`src/sv/wstf_pkg.sv`:
```
package wstf_pkg;

  localparam int MAX_WINDOW_DEF = 64;
  localparam int CFG_ADDR_W     = 5;

  typedef enum logic [2:0] {
    REG_MEAN_LIMIT   = 3'd0,
    REG_STD_LIMIT    = 3'd1,
    REG_REL_LIMIT    = 3'd2,
    REG_RANGE_LIMIT  = 3'd3,
    REG_SUM_LIMIT    = 3'd4,
    REG_HIGH_SCORE   = 3'd5,
    REG_LOW_SCORE    = 3'd6,
    REG_NONE         = 3'd7
  } reg_idx_t;

  localparam logic signed [15:0] HIGH_SCORE_RST = 16'sd256;
  localparam logic signed [15:0] SAMPLE_MAX     = 16'sh7FFF;
  localparam logic signed [15:0] SAMPLE_MIN     = 16'sh8000;

  typedef enum logic [3:0] {
    S_IDLE,
    S_MEAN,
    S_MEAN_W,
    S_MULA,
    S_MULB,
    S_SUB,
    S_VAR_W,
    S_SQRT,
    S_CV,
    S_CV_W,
    S_FIN
  } seq_state_t;

endpackage

```
`src/sv/wstf_acc.sv`:
```
module wstf_acc #(
  parameter int MAX_WINDOW = wstf_pkg::MAX_WINDOW_DEF,
  parameter int CNT_W      = 7,
  parameter int SUM_W      = 23,
  parameter int SQ_W       = 38
) (
  input  logic                    clk,
  input  logic                    rst_n,
  input  logic                    take,
  input  logic                    clear,
  input  logic signed [15:0]      sample,
  output logic [CNT_W-1:0]        count,
  output logic signed [SUM_W-1:0] sum,
  output logic [SQ_W-1:0]         sumsq,
  output logic signed [15:0]      min_val,
  output logic signed [15:0]      max_val,
  output logic                    ovf
);

  logic [CNT_W-1:0]        count_r;
  logic signed [SUM_W-1:0] sum_r;
  logic [SQ_W-1:0]         sumsq_r;
  logic signed [15:0]      min_r;
  logic signed [15:0]      max_r;
  logic                    ovf_r;
  logic signed [31:0]      sq;

  assign sq = sample * sample;

  always_ff @(posedge clk) begin
    if (!rst_n || clear) begin
      count_r <= '0;
      sum_r   <= '0;
      sumsq_r <= '0;
      min_r   <= wstf_pkg::SAMPLE_MAX;
      max_r   <= wstf_pkg::SAMPLE_MIN;
      ovf_r   <= 1'b0;
    end else if (take) begin
      if (count_r < CNT_W'(MAX_WINDOW)) begin
        count_r <= count_r + CNT_W'(1);
        sum_r   <= sum_r + SUM_W'(sample);
        sumsq_r <= sumsq_r + SQ_W'($unsigned(sq[30:0]));
        if (sample < min_r) min_r <= sample;
        if (sample > max_r) max_r <= sample;
      end else begin
        ovf_r <= 1'b1;
      end
    end
  end

  assign count   = count_r;
  assign sum     = sum_r;
  assign sumsq   = sumsq_r;
  assign min_val = min_r;
  assign max_val = max_r;
  assign ovf     = ovf_r;

endmodule

```
`src/sv/wstf_div.sv`:
```
module wstf_div #(
  parameter int DW = 45
) (
  input  logic          clk,
  input  logic          rst_n,
  input  logic          start,
  input  logic [DW-1:0] dividend,
  input  logic [DW-1:0] divisor,
  output logic          done,
  output logic [DW-1:0] quotient,
  output logic          rem_nz
);

  localparam int STEP_W = $clog2(DW + 1);

  logic [DW:0]       rem_r;
  logic [DW-1:0]     quo_r;
  logic [DW-1:0]     dvs_r;
  logic [STEP_W-1:0] step_r;
  logic              busy_r;
  logic              done_r;
  logic [DW:0]       rem_sh;
  logic              fits;

  assign rem_sh = {rem_r[DW-1:0], quo_r[DW-1]};
  assign fits   = rem_sh >= {1'b0, dvs_r};

  always_ff @(posedge clk) begin
    if (!rst_n) begin
      busy_r <= 1'b0;
      done_r <= 1'b0;
      step_r <= '0;
    end else begin
      done_r <= 1'b0;
      if (start && !busy_r) begin
        busy_r <= 1'b1;
        step_r <= STEP_W'(DW);
      end else if (busy_r) begin
        step_r <= step_r - STEP_W'(1);
        if (step_r == STEP_W'(1)) begin
          busy_r <= 1'b0;
          done_r <= 1'b1;
        end
      end
    end
  end

  always_ff @(posedge clk) begin
    if (start && !busy_r) begin
      rem_r <= '0;
      quo_r <= dividend;
      dvs_r <= divisor;
    end else if (busy_r) begin
      rem_r <= fits ? rem_sh - {1'b0, dvs_r} : rem_sh;
      quo_r <= {quo_r[DW-2:0], fits};
    end
  end

  assign done     = done_r;
  assign quotient = quo_r;
  assign rem_nz   = rem_r != '0;

endmodule

```
`src/sv/window_stats_threshold_features_top.sv`:
```
// Channel | Handshake           | Payload
// in      | in_valid/in_ready   | in_sample, in_last_sample
// out     | out_valid/out_ready | mean, variance, std, relative, range, flags, sum, count, status
// cfg     | psel/penable/pwrite | paddr, pwdata, prdata, pready
// A sample without the last mark is accumulated in idle, and the next sample can follow directly.
// A last sample runs the window sequencer: three passes of the shared
// restoring divider, two shift-add products, a 16-step square root and
// control states, up to the record load.
// A single-sample window skips the variance pass, a zero mean skips the cv pass.
// The record waits in the output register; the next window runs meanwhile,
// and the sequencer holds in its last state while that register is still full.
// Reset is synchronous: registers to their reset values, accumulators cleared.
module window_stats_threshold_features_top #(
  parameter int MAX_WINDOW = wstf_pkg::MAX_WINDOW_DEF
) (
  input  logic                            clk,
  input  logic                            rst_n,
  input  logic                            in_valid,
  output logic                            in_ready,
  input  logic signed [15:0]              in_sample,
  input  logic                            in_last_sample,
  output logic                            out_valid,
  input  logic                            out_ready,
  output logic signed [15:0]              out_mean_value,
  output logic [31:0]                     out_variance_value,
  output logic [15:0]                     out_std_value,
  output logic signed [15:0]              out_relative_value,
  output logic [15:0]                     out_range_value,
  output logic [4:0]                      out_confidence_flags,
  output logic signed [17:0]              out_score_sum,
  output logic [2:0]                      out_overpass_count,
  output logic [2:0]                      out_status_bits,
  input  logic                            psel,
  input  logic                            penable,
  input  logic                            pwrite,
  input  logic [wstf_pkg::CFG_ADDR_W-1:0] paddr,
  input  logic [31:0]                     pwdata,
  output logic [31:0]                     prdata,
  output logic                            pready
);

  localparam int CNT_W  = $clog2(MAX_WINDOW + 1);
  localparam int SUM_W  = 16 + CNT_W;
  localparam int SQ_W   = 31 + CNT_W;
  localparam int NUM_W  = SQ_W + CNT_W;
  localparam int STEP_W = $clog2(SUM_W + 1);

  // configuration
  logic signed [15:0] mean_lim_r, rel_lim_r, high_r, low_r;
  logic [15:0]        std_lim_r, range_lim_r;
  logic signed [17:0] sum_lim_r;
  wstf_pkg::reg_idx_t ridx;

  assign ridx   = wstf_pkg::reg_idx_t'(paddr[4:2]);
  assign pready = 1'b1;

  always_ff @(posedge clk) begin
    if (!rst_n) begin
      mean_lim_r  <= '0;
      std_lim_r   <= '0;
      rel_lim_r   <= '0;
      range_lim_r <= '0;
      sum_lim_r   <= '0;
      high_r      <= wstf_pkg::HIGH_SCORE_RST;
      low_r       <= '0;
    end else if (psel && penable && pwrite) begin
      unique case (ridx)
        wstf_pkg::REG_MEAN_LIMIT:  mean_lim_r  <= pwdata[15:0];
        wstf_pkg::REG_STD_LIMIT:   std_lim_r   <= pwdata[15:0];
        wstf_pkg::REG_REL_LIMIT:   rel_lim_r   <= pwdata[15:0];
        wstf_pkg::REG_RANGE_LIMIT: range_lim_r <= pwdata[15:0];
        wstf_pkg::REG_SUM_LIMIT:   sum_lim_r   <= pwdata[17:0];
        wstf_pkg::REG_HIGH_SCORE:  high_r      <= pwdata[15:0];
        wstf_pkg::REG_LOW_SCORE:   low_r       <= pwdata[15:0];
        default: ;
      endcase
    end
  end

  always_comb begin
    unique case (ridx)
      wstf_pkg::REG_MEAN_LIMIT:  prdata = 32'($unsigned(mean_lim_r));
      wstf_pkg::REG_STD_LIMIT:   prdata = 32'(std_lim_r);
      wstf_pkg::REG_REL_LIMIT:   prdata = 32'($unsigned(rel_lim_r));
      wstf_pkg::REG_RANGE_LIMIT: prdata = 32'(range_lim_r);
      wstf_pkg::REG_SUM_LIMIT:   prdata = 32'($unsigned(sum_lim_r));
      wstf_pkg::REG_HIGH_SCORE:  prdata = 32'($unsigned(high_r));
      wstf_pkg::REG_LOW_SCORE:   prdata = 32'($unsigned(low_r));
      default:                   prdata = '0;
    endcase
  end

  // accumulators
  wstf_pkg::seq_state_t st_r, st_nxt;
  logic                    take, clear;
  logic [CNT_W-1:0]        cnt;
  logic signed [SUM_W-1:0] sum;
  logic [SQ_W-1:0]         sumsq;
  logic signed [15:0]      min_v, max_v;
  logic                    ovf;

  assign in_ready = st_r == wstf_pkg::S_IDLE;
  assign take     = in_valid && in_ready;

  wstf_acc #(
    .MAX_WINDOW(MAX_WINDOW), .CNT_W(CNT_W), .SUM_W(SUM_W), .SQ_W(SQ_W)
  ) u_acc (
    .clk(clk), .rst_n(rst_n), .take(take), .clear(clear), .sample(in_sample),
    .count(cnt), .sum(sum), .sumsq(sumsq), .min_val(min_v), .max_val(max_v), .ovf(ovf)
  );

  // shared divider
  logic             div_start, div_done, div_nz;
  logic [NUM_W-1:0] div_a, div_b, div_q;
  logic [SUM_W-1:0] abs_s;
  logic [16:0]      abs_m;
  logic [NUM_W-1:0] den;
  logic [2*CNT_W-1:0] den_p;

  wstf_div #(.DW(NUM_W)) u_div (
    .clk(clk), .rst_n(rst_n), .start(div_start), .dividend(div_a), .divisor(div_b),
    .done(div_done), .quotient(div_q), .rem_nz(div_nz)
  );

  // sequencer registers
  logic [NUM_W-1:0]   num_r, num_nxt, p_r, p_nxt;
  logic [SUM_W-1:0]   mul_r, mul_nxt;
  logic [STEP_W-1:0]  step_r, step_nxt;
  logic signed [15:0] mean_r, mean_nxt, rel_r, rel_nxt;
  logic [31:0]        var_r, var_nxt;
  logic [15:0]        sd_r, sd_nxt, sq_t;
  logic [3:0]         sb_r, sb_nxt;
  logic [31:0]        sq_p;
  logic [NUM_W:0]     mag;
  logic               load_out;

  logic [3:0]         fl4;
  logic signed [17:0] ssum;
  logic [4:0]         flags;
  logic [16:0]        range_d;

  assign abs_s   = sum[SUM_W-1] ? SUM_W'(-sum) : SUM_W'(sum);
  assign abs_m   = mean_r[15] ? 17'(-(17'(mean_r))) : 17'(mean_r);
  assign den_p   = {CNT_W'(0), cnt} * {CNT_W'(0), cnt - CNT_W'(1)};
  assign den     = NUM_W'(den_p);
  assign sq_t    = sd_r | (16'h1 << sb_r);
  assign sq_p    = sq_t * sq_t;
  assign mag     = (NUM_W + 1)'(div_q) + (NUM_W + 1)'(div_nz);
  assign range_d = 17'(max_v) - 17'(min_v);

  always_comb begin
    fl4[0] = mean_r > mean_lim_r;
    fl4[1] = sd_r > std_lim_r;
    fl4[2] = rel_r > rel_lim_r;
    fl4[3] = range_d[15:0] > range_lim_r;
    ssum = '0;
    for (int i = 0; i < 4; i++) begin
      ssum = ssum + (fl4[i] ? 18'(high_r) : 18'(low_r));
    end
    flags = {ssum > sum_lim_r, fl4};
  end

  always_ff @(posedge clk) begin
    if (!rst_n) st_r <= wstf_pkg::S_IDLE;
    else        st_r <= st_nxt;
  end

  always_ff @(posedge clk) begin
    num_r  <= num_nxt;
    p_r    <= p_nxt;
    mul_r  <= mul_nxt;
    step_r <= step_nxt;
    mean_r <= mean_nxt;
    rel_r  <= rel_nxt;
    var_r  <= var_nxt;
    sd_r   <= sd_nxt;
    sb_r   <= sb_nxt;
  end

  always_comb begin
    st_nxt    = st_r;
    num_nxt   = num_r;
    p_nxt     = p_r;
    mul_nxt   = mul_r;
    step_nxt  = step_r;
    mean_nxt  = mean_r;
    rel_nxt   = rel_r;
    var_nxt   = var_r;
    sd_nxt    = sd_r;
    sb_nxt    = sb_r;
    div_start = 1'b0;
    div_a     = NUM_W'(abs_s);
    div_b     = NUM_W'(cnt);
    clear     = 1'b0;
    load_out  = 1'b0;
    unique case (st_r)
      wstf_pkg::S_IDLE: begin
        if (take && in_last_sample) st_nxt = wstf_pkg::S_MEAN;
      end
      wstf_pkg::S_MEAN: begin
        div_start = 1'b1;
        st_nxt    = wstf_pkg::S_MEAN_W;
      end
      wstf_pkg::S_MEAN_W: begin
        if (div_done) begin
          mean_nxt = sum[SUM_W-1] ? 16'(-mag) : 16'(div_q);
          num_nxt  = '0;
          mul_nxt  = SUM_W'(cnt);
          step_nxt = '0;
          st_nxt   = wstf_pkg::S_MULA;
        end
      end
      wstf_pkg::S_MULA: begin
        num_nxt  = (num_r << 1) + (mul_r[SUM_W-1] ? NUM_W'(sumsq) : '0);
        mul_nxt  = mul_r << 1;
        step_nxt = step_r + STEP_W'(1);
        if (step_r == STEP_W'(SUM_W - 1)) begin
          p_nxt    = '0;
          mul_nxt  = abs_s;
          step_nxt = '0;
          st_nxt   = wstf_pkg::S_MULB;
        end
      end
      wstf_pkg::S_MULB: begin
        p_nxt    = (p_r << 1) + (mul_r[SUM_W-1] ? NUM_W'(abs_s) : '0);
        mul_nxt  = mul_r << 1;
        step_nxt = step_r + STEP_W'(1);
        if (step_r == STEP_W'(SUM_W - 1)) st_nxt = wstf_pkg::S_SUB;
      end
      wstf_pkg::S_SUB: begin
        num_nxt = num_r - p_r;
        sd_nxt  = '0;
        sb_nxt  = 4'd15;
        if (cnt < CNT_W'(2)) begin
          var_nxt = '0;
          st_nxt  = wstf_pkg::S_SQRT;
        end else begin
          st_nxt = wstf_pkg::S_VAR_W;
        end
      end
      wstf_pkg::S_VAR_W: begin
        div_a     = num_r;
        div_b     = den;
        div_start = !div_done;
        if (div_done) begin
          var_nxt = (div_q > NUM_W'(32'hFFFF_FFFF)) ? 32'hFFFF_FFFF : div_q[31:0];
          st_nxt  = wstf_pkg::S_SQRT;
        end
      end
      wstf_pkg::S_SQRT: begin
        if (sq_p <= var_r) sd_nxt = sq_t;
        sb_nxt = sb_r - 4'd1;
        if (sb_r == 4'd0) st_nxt = wstf_pkg::S_CV;
      end
      wstf_pkg::S_CV: begin
        div_a = NUM_W'({sd_r, 8'h00});
        div_b = NUM_W'(abs_m);
        if (mean_r == '0) begin
          rel_nxt = '0;
          st_nxt  = wstf_pkg::S_FIN;
        end else begin
          div_start = 1'b1;
          st_nxt    = wstf_pkg::S_CV_W;
        end
      end
      wstf_pkg::S_CV_W: begin
        if (div_done) begin
          if (!mean_r[15]) begin
            rel_nxt = (div_q > NUM_W'(32767)) ? 16'sh7FFF : 16'(div_q);
          end else begin
            rel_nxt = (mag > (NUM_W + 1)'(32768)) ? 16'sh8000 : 16'(-mag);
          end
          st_nxt = wstf_pkg::S_FIN;
        end
      end
      wstf_pkg::S_FIN: begin
        if (!out_valid || out_ready) begin
          load_out = 1'b1;
          clear    = 1'b1;
          st_nxt   = wstf_pkg::S_IDLE;
        end
      end
      default: st_nxt = wstf_pkg::S_IDLE;
    endcase
  end

  // output register
  logic ov_r;
  always_ff @(posedge clk) begin
    if (!rst_n)              ov_r <= 1'b0;
    else if (load_out)       ov_r <= 1'b1;
    else if (out_ready)      ov_r <= 1'b0;
  end
  assign out_valid = ov_r;

  always_ff @(posedge clk) begin
    if (load_out) begin
      out_mean_value       <= mean_r;
      out_variance_value   <= var_r;
      out_std_value        <= sd_r;
      out_relative_value   <= rel_r;
      out_range_value      <= range_d[15:0];
      out_confidence_flags <= flags;
      out_score_sum        <= ssum;
      out_overpass_count   <= 3'($countones(flags));
      out_status_bits      <= {ovf, mean_r == '0, cnt < CNT_W'(2)};
    end
  end

endmodule
```
`config.mk`:
```
export PLATFORM = sky130hd
export DESIGN_NAME = window_stats_threshold_features_top
export DESIGN_NICKNAME = d
export VERILOG_FILES = /design/src/sv/wstf_pkg.sv /design/src/sv/wstf_acc.sv /design/src/sv/wstf_div.sv /design/src/sv/window_stats_threshold_features_top.sv
export SDC_FILE = /design/constraint.sdc
export NUM_CORES = 2
export LEC_CHECK = 0
export ABC_AREA = 1
export BUFFER_PORTS_ARGS = -buffer_cell sky130_fd_sc_hd__buf_2
export CORE_MARGIN = 10
export CORE_UTILIZATION = 44
export CTS_CLUSTER_DIAMETER = 60
export DETAILED_ROUTE_END_ITERATION = 10
export PLACE_DENSITY = 0.57
export SLEW_MARGIN = 10
export SYNTH_ARGS = -nofsm -noshare
export SYNTH_HDL_FRONTEND = slang
export SYNTH_SLANG_ARGS = --single-unit
```
`constraint.sdc`:
```
create_clock -name clk -period 11.4 [get_ports clk]
set_clock_uncertainty 0.2 [all_clocks]
set_input_delay 2.85 -clock clk [delete_from_list [all_inputs] [get_ports clk]]
set_output_delay 2.85 -clock clk [all_outputs]
set_load 0.02 [all_outputs]
```
==> impl_metrics.toml <==
[global_route]
grt_max_degree = 86
grt_pass1_vias = 57000
antenna_found_initial = 10
grt_usage = 0.257
grt_pass1_wl_um = 332000
grt-ovfl-total = 0

[routing]
wl_per_cell_um = 19.8
drtPass1Iterations = 8
post_drt_via_cell_ratio = 5.38
drtIter0Drc = 4825
vias = 58100
remaining_drc_errors = 0
ant_nets = 0
postRouteWirelength_um = 214000

[sta]
slew-limit-headroom = 0.194
maxSlewViolCount = 0
setup_tns_ps = 0
fin_crit_ps = 10250
grt_setup_unrepaired = "no"
hold_viol_final = 0
setup_viol = 0
fmax_mhz = 97.6
fin_crit_sh = 0.899
worst_slew_pin_slew_ps = 1210

[floorplanning]
dieHeight_um = 406
core-area_mm2 = 0.148
io_pins = 221
fp.dieArea_mm2 = 0.165
die_x_um = 406
initial_core_util = 0.443
fp-row-count = 141

[worst_setup_path]
worst_setup_path_end_kind = "flop"
worst-endpoint-required_ps = 11730
arrival_ps = 10570
worstPathMaxFanout = 23
crit_top_cell = "nand2_1"
slowest_stage = "fa_1"
cpPeakStageDelay_ps = 570
critical_path.startpoint_type = "input pin"
path_class = "in2reg"

[synthesis]
ys.flop_type = "edfxtp_1"
synth.ff_latch_count = 663
syn_inst = 8670
synth_cell_types = 61
synth_enable_flop_cells = 389
syn-cell-area_mm2 = 0.0655
synth-async-reset-ratio = 0
syn_avg_cell_area_um2 = 7.55
yosys_warnings = 0
ys_seq_area_frac = 0.262

[placement]
place_congestion = 1.01
port_buffers = 189
hpwlAfterDp_um = 173000

[clock_tree]
cts_buffers = 89
ctsHoldBuffers = 0
clkLatencyLatePin_ps = 730
clockBufferDepth = 3
cts_setup_buffers = 0
cts_tree = "yes"
htree_num_levels = 3
cts-root-buf = "clkbuf_16"
path_clk_slew_ps = 60
cts.repair.resized = 0
cts_sinks = 663

[finish]
nets = 9903
syn_to_final_growth_pct = 9.36
nFillCells = 14900
drive_gt1_frac = 0.0529

[flow_run]
drv_cap = 0

[hold_path]
hold_class = "reg2reg"

[status]
status = "finished clean"
state kept, by name (all words and copies together) (netlist names), 17 cells and up:
| name | cells |
|---|---|
| num_r | 45 |
| u_div.dvs_r | 17 |
| var_r | 32 |
| sum_lim_r | 18 |
| out_score_sum | 18 |
| u_acc.sumsq | 38 |
| p_r | 45 |
| u_div.rem_r | 46 |
| out_variance_value | 32 |
| mul_r | 23 |
| u_acc.sum | 23 |
| u_div.quotient | 45 |
per-layer routing:
| metal | vias to the layer above | global-route usage | part of all wire |
|---|---|---|---|
| met2 | 1752 | 0.435 | 0.47 |
| li1 | 28400 | - | - |
| met5 | - | 0 | 0.000051 |
| met1 | 27600 | 0.341 | 0.43 |
| met3 | 362 | 0.0302 | 0.059 |
| met4 | 2 | 0.0814 | 0.034 |
cells in the final DEF (no fill, tap or decap), types with 94 or more instances in the layout:
| cell | netlist | final |
|---|---|---|
| a21oi_1 | 659 | 658 |
| nor2_1 | 764 | 761 |
| nor3_1 | 95 | 95 |
| ha_1 | 584 | 584 |
| buf_2 | 11 | 189 |
| edfxtp_1 | 389 | 389 |
| o21ai_0 | 722 | 720 |
| xor2_1 | 174 | 174 |
| clkbuf_16 | 0 | 94 |
| dfxtp_1 | 274 | 274 |
| nand3_1 | 374 | 373 |
| fa_1 | 462 | 462 |
| inv_1 | 1713 | 1711 |
| nand4_1 | 98 | 98 |
| nand2_1 | 1530 | 1527 |
cell type report:
| class | count | area (um2) | area share |
|---|---|---|---|
| timing repair buffer | 259 | 1470 | 0.0205 |
| antenna | 3 | 7.51 | 0.000105 |
| inverter | 1724 | 6470 | 0.0904 |
| sequential | 663 | 17200 | 0.240 |
| clock inverter | 50 | 584 | 0.00816 |
| multi-input combinational | 6059 | 41000 | 0.572 |
| tap | 1930 | 2410 | 0.0337 |
| clock buffer | 117 | 2520 | 0.0352 |
kinds of logic after synthesis:
family / after synthesis / synth area share
compound gates: 1762 / 0.148
other cells: 2 / 0.000115
fa+ha+maj: 1046 / 0.253
simple gates: 2971 / 0.188
mux: 1 / 0.000172
buf+inv: 1962 / 0.114
flops: 663 / 0.262
xor+xnor: 263 / 0.0352
cells in the mapped netlist (4+ instances only):
| library cell | number | share of area |
|---|---|---|
| dfxtp_1 | 274 | 0.084 |
| o21ai_0 | 722 | 0.055 |
| inv_2 | 4 | 0.00023 |
| nor4_1 | 37 | 0.0035 |
| buf_1 | 12 | 0.00069 |
| inv_1 | 1713 | 0.098 |
| nand3b_1 | 11 | 0.0013 |
| nor2_1 | 764 | 0.044 |
| xor2_1 | 174 | 0.023 |
| clkbuf_1 | 198 | 0.011 |
| fa_1 | 462 | 0.14 |
| o21bai_1 | 32 | 0.0037 |
| o211ai_1 | 29 | 0.0033 |
| and3_1 | 6 | 0.00057 |
| ha_1 | 584 | 0.11 |
| or2_2 | 27 | 0.0026 |
| o21a_1 | 41 | 0.0047 |
| clkinv_1 | 7 | 0.00040 |
| edfxtp_1 | 389 | 0.18 |
| nor3b_1 | 5 | 0.00057 |
| o221ai_1 | 21 | 0.0028 |
| nor2_2 | 10 | 0.00096 |
| o22ai_1 | 36 | 0.0034 |
| a21o_1 | 43 | 0.0049 |
| nand4_1 | 98 | 0.0094 |
| buf_4 | 16 | 0.0018 |
| buf_2 | 11 | 0.00084 |
| a211oi_1 | 15 | 0.0017 |
| a21oi_1 | 659 | 0.050 |
| nand2_1 | 1530 | 0.088 |
| nor3_1 | 95 | 0.0073 |
| nand3_1 | 374 | 0.029 |
| a22oi_1 | 9 | 0.0010 |
| a31oi_1 | 68 | 0.0065 |
| o31ai_1 | 12 | 0.0014 |
| a21boi_0 | 18 | 0.0021 |
| xnor2_1 | 89 | 0.012 |
| a221oi_1 | 20 | 0.0027 |
| o2111ai_1 | 6 | 0.00080 |
| o21ai_1 | 16 | 0.0012 |
per-stage QoR:
step                      std cells  setup WS, ps  utilization  cell area, um2  hold WS, ps
after floorplan                8684          1380            -           65500          209
after CTS                     10800          1100        0.484           71600          251
final                         10800          1150        0.484           71600          258
after global routing          10800           370        0.484           71600          264
after detailed placement      10600           397        0.463           68500          242
after global placement        10600           478        0.463           68500          215
path summary, 6_finish.rpt:
| path | slack [ps] | start | depth (start not counted) | end |
|---|---|---|---|---|
| worst max-delay path | 1150 | in_sample[15] | 31 | u_acc.sumsq[33] |
| worst min register to register | 260 | u_acc.ovf | 0 | out_status_bits[2] |
| worst min-delay path | 260 | u_acc.ovf | 0 | out_status_bits[2] |
| worst max register to register | 2200 | u_acc.max_val[0] | 44 | out_overpass_count[1] |
critical path: cells and delay by family:
kind / cells / cell delay [ps]
fa+ha+maj: 8 / 3890
simple gates: 17 / 2570
buf+inv: 3 / 870
compound gates: 3 / 360
Power is not shown: default switching activity piles up to over one toggle a cycle in this logic, so the estimate is an artifact.
